<file path="src/rtl/utf8_stream_decoder_assert.svh">
// assertion macros for the utf8 stream decoder
// included by the top level; empty bodies when SYNTH is defined
`ifndef UTF8_STREAM_DECODER_ASSERT_SVH
`define UTF8_STREAM_DECODER_ASSERT_SVH
`ifndef SYNTH
// property must hold at every clock edge outside reset
`define UTF8D_ASSERT_HOLDS(lbl, clk, rstn, prop) \
  lbl: assert property (@(posedge clk) disable iff (!rstn) (prop)) \
    else $error("utf8d assertion failed");
// condition must never be true outside reset
`define UTF8D_ASSERT_NEVER(lbl, clk, rstn, cond) \
  lbl: assert property (@(posedge clk) disable iff (!rstn) !(cond)) \
    else $error("utf8d forbidden condition seen");
`else
`define UTF8D_ASSERT_HOLDS(lbl, clk, rstn, prop)
`define UTF8D_ASSERT_NEVER(lbl, clk, rstn, cond)
`endif
`endif

</file>
<file path="src/rtl/utf8d_pkg.sv">
// shared types and constants of the utf8 stream decoder
// no dependencies
package utf8d_pkg;

  localparam int unsigned ByteW  = 8;
  localparam int unsigned CpW    = 21;
  localparam int unsigned PendW  = 2;
  localparam int unsigned QDepth = 2;
  localparam int unsigned QPtrW  = $clog2(QDepth);
  localparam int unsigned QCntW  = $clog2(QDepth + 1);

  // byte class upper bounds
  localparam logic [ByteW-1:0] AsciiMax = 8'h7F;
  localparam logic [ByteW-1:0] ContMax  = 8'hBF;
  localparam logic [ByteW-1:0] Lead2Max = 8'hDF;
  localparam logic [ByteW-1:0] Lead3Max = 8'hEF;
  localparam logic [ByteW-1:0] Lead4Max = 8'hF7;

  localparam logic [CpW-1:0] ReplChar = 21'h00FFFD;

  typedef struct packed {
    logic [ByteW-1:0] byte_in;
    logic             end_of_string;
  } in_item_t;

  typedef struct packed {
    logic [CpW-1:0] code_point;
    logic           replaced;
    logic           run_last;
  } out_item_t;

  // one byte's results: an optional replacement ahead of a main result
  typedef struct packed {
    logic           has_pre;
    logic [CpW-1:0] code_point;
    logic           replaced;
  } q_entry_t;

  typedef struct packed {
    logic full;
    logic empty;
  } q_status_t;

endpackage

</file>
<file path="src/rtl/utf8d_front.sv">
// front part: accepts bytes, tracks the pending sequence, forms result bundles
// depends on utf8d_pkg
module utf8d_front (
  input  logic                 clk_i,
  input  logic                 rst_ni,
  input  logic                 in_valid_i,
  input  utf8d_pkg::in_item_t  in_item_i,
  input  utf8d_pkg::q_status_t q_status_i,
  output logic                 in_ready_o,
  output logic                 push_o,
  output utf8d_pkg::q_entry_t  entry_o
);

  logic [utf8d_pkg::PendW-1:0] pend_q, pend_d;
  logic [utf8d_pkg::CpW-1:0]   acc_q, acc_d;
  logic                        main_v;
  logic                        accept;

  assign in_ready_o = !q_status_i.full;
  assign accept     = in_valid_i && in_ready_o;

  always_comb begin
    pend_d           = pend_q;
    acc_d            = acc_q;
    main_v           = 1'b0;
    entry_o.has_pre  = 1'b0;
    entry_o.code_point = '0;
    entry_o.replaced = 1'b0;
    priority if (in_item_i.byte_in <= utf8d_pkg::AsciiMax) begin
      entry_o.has_pre    = (pend_q != '0);
      pend_d             = '0;
      main_v             = 1'b1;
      entry_o.code_point = utf8d_pkg::CpW'(in_item_i.byte_in);
    end else if (in_item_i.byte_in <= utf8d_pkg::ContMax) begin
      if (pend_q != '0) begin
        acc_d  = {acc_q[utf8d_pkg::CpW-7:0], in_item_i.byte_in[5:0]};
        pend_d = pend_q - utf8d_pkg::PendW'(1);
        if (pend_d == '0) begin
          main_v             = 1'b1;
          entry_o.code_point = acc_d;
        end
      end else begin
        // stray continuation
        main_v             = 1'b1;
        entry_o.code_point = utf8d_pkg::ReplChar;
        entry_o.replaced   = 1'b1;
      end
    end else if (in_item_i.byte_in <= utf8d_pkg::Lead2Max) begin
      pend_d = utf8d_pkg::PendW'(1);
      acc_d  = utf8d_pkg::CpW'(in_item_i.byte_in[4:0]);
    end else if (in_item_i.byte_in <= utf8d_pkg::Lead3Max) begin
      pend_d = utf8d_pkg::PendW'(2);
      acc_d  = utf8d_pkg::CpW'(in_item_i.byte_in[3:0]);
    end else if (in_item_i.byte_in <= utf8d_pkg::Lead4Max) begin
      pend_d = utf8d_pkg::PendW'(3);
      acc_d  = utf8d_pkg::CpW'(in_item_i.byte_in[2:0]);
    end else begin
      main_v             = 1'b1;
      entry_o.code_point = utf8d_pkg::ReplChar;
      entry_o.replaced   = 1'b1;
      pend_d             = '0;
    end
    if (in_item_i.end_of_string) begin
      // unfinished sequence at string end; never coincides with another result
      if (pend_d != '0) begin
        main_v             = 1'b1;
        entry_o.code_point = utf8d_pkg::ReplChar;
        entry_o.replaced   = 1'b1;
      end
      pend_d = '0;
      acc_d  = '0;
    end
  end

  assign push_o = accept && main_v;

  always_ff @(posedge clk_i or negedge rst_ni) begin
    if (!rst_ni) begin
      pend_q <= '0;
      acc_q  <= '0;
    end else if (accept) begin
      pend_q <= pend_d;
      acc_q  <= acc_d;
    end
  end

endmodule

</file>
<file path="src/rtl/utf8d_queue.sv">
// two-entry queue of result bundles between front and back
// depends on utf8d_pkg
module utf8d_queue (
  input  logic                 clk_i,
  input  logic                 rst_ni,
  input  logic                 push_i,
  input  utf8d_pkg::q_entry_t  entry_i,
  input  logic                 pop_i,
  output utf8d_pkg::q_entry_t  head_o,
  output utf8d_pkg::q_status_t status_o
);

  utf8d_pkg::q_entry_t          mem_q [utf8d_pkg::QDepth];
  logic [utf8d_pkg::QPtrW-1:0]  wr_ptr_q, rd_ptr_q;
  logic [utf8d_pkg::QCntW-1:0]  cnt_q, cnt_d;

  assign status_o.full  = (cnt_q == utf8d_pkg::QCntW'(utf8d_pkg::QDepth));
  assign status_o.empty = (cnt_q == '0);
  assign head_o         = mem_q[rd_ptr_q];

  always_comb begin
    cnt_d = cnt_q;
    if (push_i && !pop_i) begin
      cnt_d = cnt_q + utf8d_pkg::QCntW'(1);
    end else if (pop_i && !push_i) begin
      cnt_d = cnt_q - utf8d_pkg::QCntW'(1);
    end
  end

  always_ff @(posedge clk_i or negedge rst_ni) begin
    if (!rst_ni) begin
      wr_ptr_q <= '0;
      rd_ptr_q <= '0;
      cnt_q    <= '0;
    end else begin
      cnt_q <= cnt_d;
      if (push_i) begin
        wr_ptr_q <= wr_ptr_q + utf8d_pkg::QPtrW'(1);
      end
      if (pop_i) begin
        rd_ptr_q <= rd_ptr_q + utf8d_pkg::QPtrW'(1);
      end
    end
  end

  always_ff @(posedge clk_i) begin
    if (push_i) begin
      mem_q[wr_ptr_q] <= entry_i;
    end
  end

endmodule

</file>
<file path="src/rtl/utf8d_back.sv">
// back part: unpacks bundles into single results in an output register
// depends on utf8d_pkg
module utf8d_back (
  input  logic                 clk_i,
  input  logic                 rst_ni,
  input  utf8d_pkg::q_entry_t  head_i,
  input  utf8d_pkg::q_status_t q_status_i,
  input  logic                 out_ready_i,
  output logic                 pop_o,
  output logic                 out_valid_o,
  output utf8d_pkg::out_item_t out_item_o
);

  logic                 valid_q, valid_d;
  logic                 phase_q, phase_d;
  logic                 load;
  utf8d_pkg::out_item_t out_q, out_d;

  assign load = (!valid_q || out_ready_i) && !q_status_i.empty;

  always_comb begin
    valid_d = valid_q && !out_ready_i;
    phase_d = phase_q;
    out_d   = out_q;
    pop_o   = 1'b0;
    if (load) begin
      valid_d = 1'b1;
      if (head_i.has_pre && !phase_q) begin
        // replacement for the cut sequence goes first
        out_d.code_point = utf8d_pkg::ReplChar;
        out_d.replaced   = 1'b1;
        out_d.run_last   = 1'b0;
        phase_d          = 1'b1;
      end else begin
        out_d.code_point = head_i.code_point;
        out_d.replaced   = head_i.replaced;
        out_d.run_last   = 1'b1;
        phase_d          = 1'b0;
        pop_o            = 1'b1;
      end
    end
  end

  always_ff @(posedge clk_i or negedge rst_ni) begin
    if (!rst_ni) begin
      valid_q <= 1'b0;
      phase_q <= 1'b0;
    end else begin
      valid_q <= valid_d;
      phase_q <= phase_d;
    end
  end

  always_ff @(posedge clk_i) begin
    out_q <= out_d;
  end

  assign out_valid_o = valid_q;
  assign out_item_o  = out_q;

endmodule

</file>
<file path="src/rtl/utf8_stream_decoder.sv">
// channel  direction  payload                              handshake
// in       input      byte_in, end_of_string               in_valid_i / in_ready_o
// out      output     code_point, replaced, run_last       out_valid_o / out_ready_i
//
// one byte accepted per cycle while the queue has room; results are queued, then registered
// a byte with two results (replacement then ascii) is popped once both are registered
// the output register sets the rate: one result per cycle while out_ready_i is high
// reset clears the pending count, accumulator, queue and output valid at once
// a stalled output fills the two-entry queue, then in_ready_o drops
`include "utf8_stream_decoder_assert.svh"
module utf8_stream_decoder (
  input  logic                 clk_i,
  input  logic                 rst_ni,
  input  logic                 in_valid_i,
  output logic                 in_ready_o,
  input  utf8d_pkg::in_item_t  in_item_i,
  output logic                 out_valid_o,
  input  logic                 out_ready_i,
  output utf8d_pkg::out_item_t out_item_o
);

  // front to queue
  logic                 push;
  utf8d_pkg::q_entry_t  entry;
  // queue to back
  logic                 pop;
  utf8d_pkg::q_entry_t  head;
  utf8d_pkg::q_status_t q_status;

  // front: byte classification and sequence tracking
  utf8d_front u_front (
    .clk_i      (clk_i),
    .rst_ni     (rst_ni),
    .in_valid_i (in_valid_i),
    .in_item_i  (in_item_i),
    .q_status_i (q_status),
    .in_ready_o (in_ready_o),
    .push_o     (push),
    .entry_o    (entry)
  );

  // decoupling queue, one bundle per byte that has results
  utf8d_queue u_queue (
    .clk_i    (clk_i),
    .rst_ni   (rst_ni),
    .push_i   (push),
    .entry_i  (entry),
    .pop_i    (pop),
    .head_o   (head),
    .status_o (q_status)
  );

  // back: one queued result per cycle into the output register while out_ready_i is high
  utf8d_back u_back (
    .clk_i       (clk_i),
    .rst_ni      (rst_ni),
    .head_i      (head),
    .q_status_i  (q_status),
    .out_ready_i (out_ready_i),
    .pop_o       (pop),
    .out_valid_o (out_valid_o),
    .out_item_o  (out_item_o)
  );

  // queue must never overflow or underflow
  `UTF8D_ASSERT_NEVER(a_no_overflow, clk_i, rst_ni, push && q_status.full && !pop)
  `UTF8D_ASSERT_NEVER(a_no_underflow, clk_i, rst_ni, pop && q_status.empty)
  // replaced results always carry the replacement character
  `UTF8D_ASSERT_HOLDS(a_repl_value, clk_i, rst_ni,
    (out_valid_o && out_item_o.replaced) |-> (out_item_o.code_point == utf8d_pkg::ReplChar))
  // a leading result of a byte is always the replacement for a cut sequence
  `UTF8D_ASSERT_HOLDS(a_pre_is_repl, clk_i, rst_ni,
    (out_valid_o && !out_item_o.run_last) |-> out_item_o.replaced)

endmodule
</file>
<file path="config.mk">
export PLATFORM = sky130hd
export DESIGN_NAME = utf8_stream_decoder
export DESIGN_NICKNAME = d
export VERILOG_FILES = /design/src/rtl/utf8d_pkg.sv /design/src/rtl/utf8d_front.sv /design/src/rtl/utf8d_queue.sv /design/src/rtl/utf8d_back.sv /design/src/rtl/utf8_stream_decoder.sv
export VERILOG_INCLUDE_DIRS = /design/src /design/src/rtl
export SDC_FILE = /design/constraint.sdc
export NUM_CORES = 1
export LEC_CHECK = 0
export ABC_AREA = 1
export BUFFER_PORTS_ARGS = -buffer_cell sky130_fd_sc_hd__buf_2
export CAP_MARGIN = 20
export CORE_ASPECT_RATIO = 0.5
export CORE_MARGIN = 4
export CORE_UTILIZATION = 54
export CTS_CLUSTER_DIAMETER = 120
export CTS_CLUSTER_SIZE = 25
export DETAILED_ROUTE_END_ITERATION = 12
export PLACE_DENSITY = 0.8
export SYNTH_ARGS = -nofsm -noshare
export SYNTH_HDL_FRONTEND = slang
export SYNTH_SLANG_ARGS = --single-unit
</file>
<file path="constraint.sdc">
create_clock -name clk_i -period 7.2 [get_ports clk_i]
set_input_delay 0.72 -clock clk_i [delete_from_list [all_inputs] [get_ports clk_i]]
set_output_delay 0.72 -clock clk_i [all_outputs]
set_load 0.01 [all_outputs]
</file>
==> results.json, run 1 <==
{
  "min_period_over_period_pct": 44.7,
  "syn_area_per_cell_um2": 10.8,
  "routed_wirelength_um": 8000,
  "netlist_instances": 370,
  "root_buffer": "sky130_fd_sc_hd__clkbuf_16",
  "crit_type": "reg2reg",
  "ant_nets": 0,
  "ys_async_sr_fraction_pct": 25.0,
  "worst-endpoint-arrival_ns": 3.43,
  "post_cts_buffers": 0,
  "floorplan.die_area_um2": 8920,
  "cts_num_sinks": 92,
  "cts_tree": "yes",
  "buffer_ports.inserted": 37,
  "worst-path-buf-inv": 1,
  "final_hpwl_from_detailed_placement_um": 5470,
  "insertedDiodeCount": 0,
  "synth_enable_flop_cells": 69,
  "hold_viol_final": 0,
  "max-cap-violations": 0,
  "worstMarginPinSlew_ns": 0.927,
  "final_period_minus_worst_setup_slack_ns": 3.22,
  "cts_resized": 0,
  "global_route.usage.met2_pct": 32.2,
  "grt_max_degree": 26,
  "timing.final.max_slew_violations": 0,
  "grt.met3_usage_pct": 4.62,
  "globalplace.congestion": 0.827,
  "timing.clock.skew_ns": 0.00718,
  "fraction_of_met1_tracks_used_by_global_routing_pct": 26.3,
  "maxClockFrequency_mhz": 311,
  "grt_setup_unrepaired": "no",
  "fin_nets": 418,
  "wl_per_cell_um": 16.0,
  "powerDensity_nw_per_um2": 402,
  "fillerInstances": 534,
  "clock_latency_ns": 0.33,
  "report.final.setup_viol": 0,
  "relSlewSlack_pct": 38.2,
  "yosys_most_used_dff": "sky130_fd_sc_hd__edfxtp_1",
  "overall_global_routing_usage_pct": 19.7,
  "io-pin-count": 38,
  "detailedRoute.firstIterationViolations": 332,
  "place_worst_setup_slack_ns": 4.02,
  "timing.critical_path.to_type": "flip-flop",
  "run_status": "completed",
  "placeableCoreArea_um2": 6940,
  "placement_rows": 21,
  "grt_pass1_wl_um": 13000,
  "cp_max_fo": 24,
  "layout-area-overhead-vs-synth_pct": 12.3,
  "grt_pass1_vias": 2683,
  "worst_path_largest_cell_delay_ns": 0.84,
  "layout-drive-gt1-share_pct": 20.3,
  "cpLargestDelayFamily": "compound AO/OA/AOI/OAI gates",
  "drt_first_pass_iters": 5,
  "layout.cells.most_common_list": "sky130_fd_sc_hd__nand2_1, sky130_fd_sc_hd__edfxtp_1, sky130_fd_sc_hd__buf_2",
  "gr-max-usage-layer": "met2",
  "cellLeakagePower_nw": 1.95,
  "cts_htree_levels": 3,
  "critical_path.startpoint_type": "flip-flop",
  "synthDistinctLibCells": 31,
  "vias_per_cell": 5.49,
  "ctsHoldBuffers": 0,
  "critical_path.cell_chain": "inv_2 > o21ai_2 > nand2_1 > ha_1 > a21oi_1 > o21ai_0 > xnor2_1",
  "final.hold.worst_slack_ns": 0.357,
  "die_w_um": 130,
  "cts.reportedPaths.clkPinSlew_ns": 0.06,
  "post-layout-total-power_mw": 1.80,
  "nets_in_the_synthesized_netlist": 384,
  "cts_inserted_buffers": 9,
  "fraction_of_the_yosys_area_taken_by_sequential_cells_pct": 66.2,
  "ir_drop_mv": 0.176,
  "fp.dieH_um": 68.8,
  "min-delay-path-class": "in2async",
  "timing.setup.tns_ns": 0,
  "worst_ep_required_time_ns": 7.42,
  "final.setup.worst_slack_ns": 3.98,
  "initial_utilization_pct": 57.6,
  "grt_antenna_before_repair": 0,
  "route.vias.total": 2749,
  "critical_path.slowest_cell": "sky130_fd_sc_hd__o21ai_2",
  "yosys_register_bits": 92,
  "ys_warn_count": 0,
  "detail_route.drc_violations": 0,
  "leftover_overflow_at_the_end_of_global_routing": 0,
  "post_synth_instance_area_um2": 4000,
  "most_frequent_standard_cell_in_the_layout_excluding_fill_and_tap_cells": "sky130_fd_sc_hd__nand2_1",
  "cts_buffer_depth": 2
}
==> state kept, by name (all words and copies together), names as in the netlist <==
name,flops
u_back.out_valid_o,1
u_front.acc_q,15
u_queue.mem_q,46
u_back.out_item_o,23
u_queue.wr_ptr_q,1
u_queue.rd_ptr_q,1
u_front.pend_q,2
u_back.phase_q,1
u_queue.cnt_q,2
==> logic make-up (layout without fill, tap and decap cells) <==
logic type      Yosys count  in the layout  synth area share, %
simple gates            214            214                 24.8
flops                    92             92                 66.2
buf+inv                  46             85                 5.38
compound gates           14             14                 2.63
xor+xnor                  3              3                0.658
fa+ha+maj                 1              1                0.313
==> path summary, 6_finish.rpt <==
check / to / slack [ns] / depth (start not counted) / start
worst max-delay path: u_queue.cnt_q[1] / 3.98 / 7 / u_queue.rd_ptr_q
worst min-delay path: u_front.pend_q[0] / 0.36 / 1 / rst_ni
worst max register to register: u_queue.cnt_q[1] / 3.98 / 7 / u_queue.rd_ptr_q
worst min register to register: u_queue.wr_ptr_q / 0.47 / 2 / u_queue.wr_ptr_q
max in group asynchronous: u_front.acc_q[10] / 6.48 / 1 / rst_ni
min in group clk_i: u_queue.wr_ptr_q / 0.47 / 2 / u_queue.wr_ptr_q
==> per-layer routing <==
layer,up-vias,part of all wire (%),routed length [um]
met5,-,0,0
met4,0,1.1,86
met3,9,9.2,736
met2,116,46,3710
met1,1326,43,3470
li1,1298,-,-
==> cells in the mapped netlist, types with 2 or more instances <==
cell                       instances  area (um2)
sky130_fd_sc_hd__a21oi_1           2        10.0
sky130_fd_sc_hd__buf_2             7        35.0
sky130_fd_sc_hd__buf_6             3        33.8
sky130_fd_sc_hd__clkbuf_1          5        18.8
sky130_fd_sc_hd__dfrtp_1          23         576
sky130_fd_sc_hd__edfxtp_1         69        2070
sky130_fd_sc_hd__inv_1            26        97.6
sky130_fd_sc_hd__inv_2             4        15.0
sky130_fd_sc_hd__nand2_1         113         424
sky130_fd_sc_hd__nand2_2          13        81.3
sky130_fd_sc_hd__nand3_1          35         175
sky130_fd_sc_hd__nand3_4           2        35.0
sky130_fd_sc_hd__nand4_1          14        87.6
sky130_fd_sc_hd__nor2_1           31         116
sky130_fd_sc_hd__nor2_4            2        22.5
sky130_fd_sc_hd__o211ai_1          3        22.5
sky130_fd_sc_hd__o21ai_0           3        15.0
sky130_fd_sc_hd__xnor2_1           2        17.5
==> final cells by class <==
cell class,count,area (um2),share of cell area (%)
inverter,30,113,2.51
multi-input combinational,232,1140,25.3
clock inverter,7,50.0,1.12
timing repair buffer,39,200,4.46
sequential,92,2650,59.0
tap,92,115,2.57
clock buffer,9,225,5.02
==> power by group <==
part           leakage (nW)  switching [mW]  internal [mW]  total (mW)
Sequential            0.950          0.0822          0.793       0.875
Clock                 0.130           0.194          0.235       0.429
Combinational         0.868           0.338          0.161       0.499
==> metrics by stage <==
| step | area [um2] | cells | utilization (%) |
|---|---|---|---|
| 2_1_floorplan | 4000 | 370 | - |
| 3_3_place_gp | 4210 | 485 | 60.7 |
| 3_5_place_dp | 4210 | 485 | 60.7 |
| 4_1_cts | 4490 | 501 | 64.7 |
| 5_1_grt | 4490 | 501 | 64.7 |
| 6_report | 4490 | 501 | 64.7 |
(Power assumes the default switching activity.)
==> run 2, diff against run 1 <==
clock period = 3.1 ns   (was 7.2 ns; I/O delays follow)
==> run 2 against run 1 <==
Design area grew 0.98%. Register-to-register slack lost 3.0 ns. Maximum frequency grew 54%. Die area is the same. Combinational power grew 130%. First-iteration DRC count shrank 22%. Sequential share of layout area shrank 0.57 points. Worst setup slack lost 3.0 ns. Total power grew 130%. Clock-buffer cell count grew 1. Clock power grew 130%.
==> results.json, run 2 (same netlist as run 1, synthesis figures left out) <==
{
  "run_status": "completed",
  "floorplan.die_area_um2": 8920,
  "vias_per_cell": 5.22,
  "critical_path.startpoint_type": "flip-flop",
  "most_frequent_standard_cell_in_the_layout_excluding_fill_and_tap_cells": "sky130_fd_sc_hd__nand2_1",
  "routed_wirelength_um": 7540,
  "worst_ep_required_time_ns": 3.31,
  "timing.critical_path.to_type": "flip-flop",
  "root_buffer": "sky130_fd_sc_hd__clkbuf_16",
  "largest_register_ff_count": 46,
  "cts_buffer_depth": 2,
  "fillerInstances": 558,
  "layout.cells.most_common_list": "sky130_fd_sc_hd__nand2_1, sky130_fd_sc_hd__edfxtp_1, sky130_fd_sc_hd__buf_2",
  "max-cap-violations": 0,
  "worst_path_largest_cell_delay_ns": 0.87,
  "initial_utilization_pct": 57.6,
  "cts.reportedPaths.clkPinSlew_ns": 0.06,
  "maxClockFrequency_mhz": 480,
  "insertedDiodeCount": 0,
  "drt_first_pass_iters": 4,
  "route.vias.total": 2639,
  "cts_htree_levels": 3,
  "global_route.usage.met2_pct": 30.1,
  "multi_input_area_um2": 1140,
  "min_period_over_period_pct": 67.2,
  "top_register": "u_queue.mem_q",
  "wl_per_cell_um": 14.9,
  "ant_nets": 0,
  "final.hold.worst_slack_ns": 0.209,
  "worst-path-buf-inv": 1,
  "grt_setup_unrepaired": "no",
  "min-delay-path-class": "in2reg",
  "grt_max_degree": 26,
  "report.final.setup_viol": 0,
  "cpLargestDelayFamily": "flip-flops",
  "hold_viol_final": 0,
  "grt.met3_usage_pct": 5.15,
  "placeableCoreArea_um2": 6940,
  "globalplace.congestion": 0.861,
  "clock_latency_ns": 0.33,
  "cts_num_sinks": 92,
  "die_w_um": 130,
  "layout-area-overhead-vs-synth_pct": 13.4,
  "worst-endpoint-arrival_ns": 2.29,
  "detailedRoute.firstIterationViolations": 258,
  "grt_pass1_vias": 2511,
  "critical_path.slowest_cell": "sky130_fd_sc_hd__dfrtp_1",
  "layout-drive-gt1-share_pct": 21.0,
  "ir_drop_mv": 0.378,
  "grt_antenna_before_repair": 0,
  "gr-max-usage-layer": "met2",
  "fin_nets": 423,
  "worstMarginPinSlew_ns": 0.808,
  "buffer_ports.inserted": 37,
  "fraction_of_met1_tracks_used_by_global_routing_pct": 25.5,
  "detail_route.drc_violations": 0,
  "cellLeakagePower_nw": 1.98,
  "final_hpwl_from_detailed_placement_um": 5130,
  "io-pin-count": 38,
  "cts_inserted_buffers": 9,
  "fp.dieH_um": 68.8,
  "leftover_overflow_at_the_end_of_global_routing": 0,
  "timing.setup.tns_ns": 0,
  "relSlewSlack_pct": 46.1,
  "powerDensity_nw_per_um2": 926,
  "timing.final.max_slew_violations": 0,
  "critical_path.cell_chain": "inv_2 > o21ai_2 > nand2_1 > ha_1 > a21oi_1 > o21ai_0 > xnor2_1",
  "crit_type": "reg2reg",
  "placement_rows": 21,
  "timing.clock.skew_ns": 0.00584,
  "cp_max_fo": 24,
  "grt_pass1_wl_um": 12500,
  "overall_global_routing_usage_pct": 18.8,
  "cts_tree": "yes",
  "r2r_setup_slack_ns": 1.02,
  "final_period_minus_worst_setup_slack_ns": 2.08,
  "seq_area_um2": 2650
}
## run 2: power by group
group | total [mW] | internal, mW | leakage [nW] | switching [mW]
Combinational | 1.17 | 0.400 | 0.891 | 0.769
Sequential | 2.03 | 1.84 | 0.950 | 0.186
Clock | 0.999 | 0.551 | 0.135 | 0.448
## run 2: through the flow
| stage | power (mW) | setup WS (ns) | util (%) | std cells | instance area, um2 |
|---|---|---|---|---|---|
| after CTS | 4.22 | 1.04 | 65.3 | 506 | 4530 |
| final | 4.19 | 1.02 | 65.3 | 506 | 4530 |
| after floorplan | 2.81 | 0.456 | - | 370 | 4000 |
| after detailed placement | 3.23 | 1.05 | 61.1 | 489 | 4240 |
| after global routing | 4.47 | 0.824 | 65.3 | 506 | 4530 |
| after global placement | 3.17 | 1.13 | 61.1 | 489 | 4240 |
## run 2: path summary, 6_finish.rpt
kind                                       start            endpoint  depth (start not counted)
worst max-delay path            u_queue.rd_ptr_q    u_queue.cnt_q[1]                          7
worst min-delay path                 out_ready_i  u_back.out_valid_o                          2
worst max register to register  u_queue.rd_ptr_q    u_queue.cnt_q[1]                          7
worst min register to register  u_queue.wr_ptr_q    u_queue.wr_ptr_q                          2
max in group asynchronous                 rst_ni    u_queue.cnt_q[1]                          2
min in group asynchronous                 rst_ni    u_queue.rd_ptr_q                          2
## run 2: metal layers
metal	part of all wire [%]	up-vias
met4	0.95	0
li1	-	1308
met5	0	-
met3	8.9	6
met1	45	1227
met2	45	98
## run 2: cell type report
cell class / count / share of cell area (%)
well taps: 92 / 2.54
inverters: 30 / 2.49
repair buffers: 44 / 5.30
clock buffers: 10 / 5.05
multi-input cells: 232 / 25.1
flip-flops and latches: 92 / 58.4
clock inverters: 6 / 1.10
## run 2: repair_timing
item	in CTS	in global routing
hold endpoints to repair	23	0
setup buffers	0	0
resized for setup	0	0
hold buffers	1	0
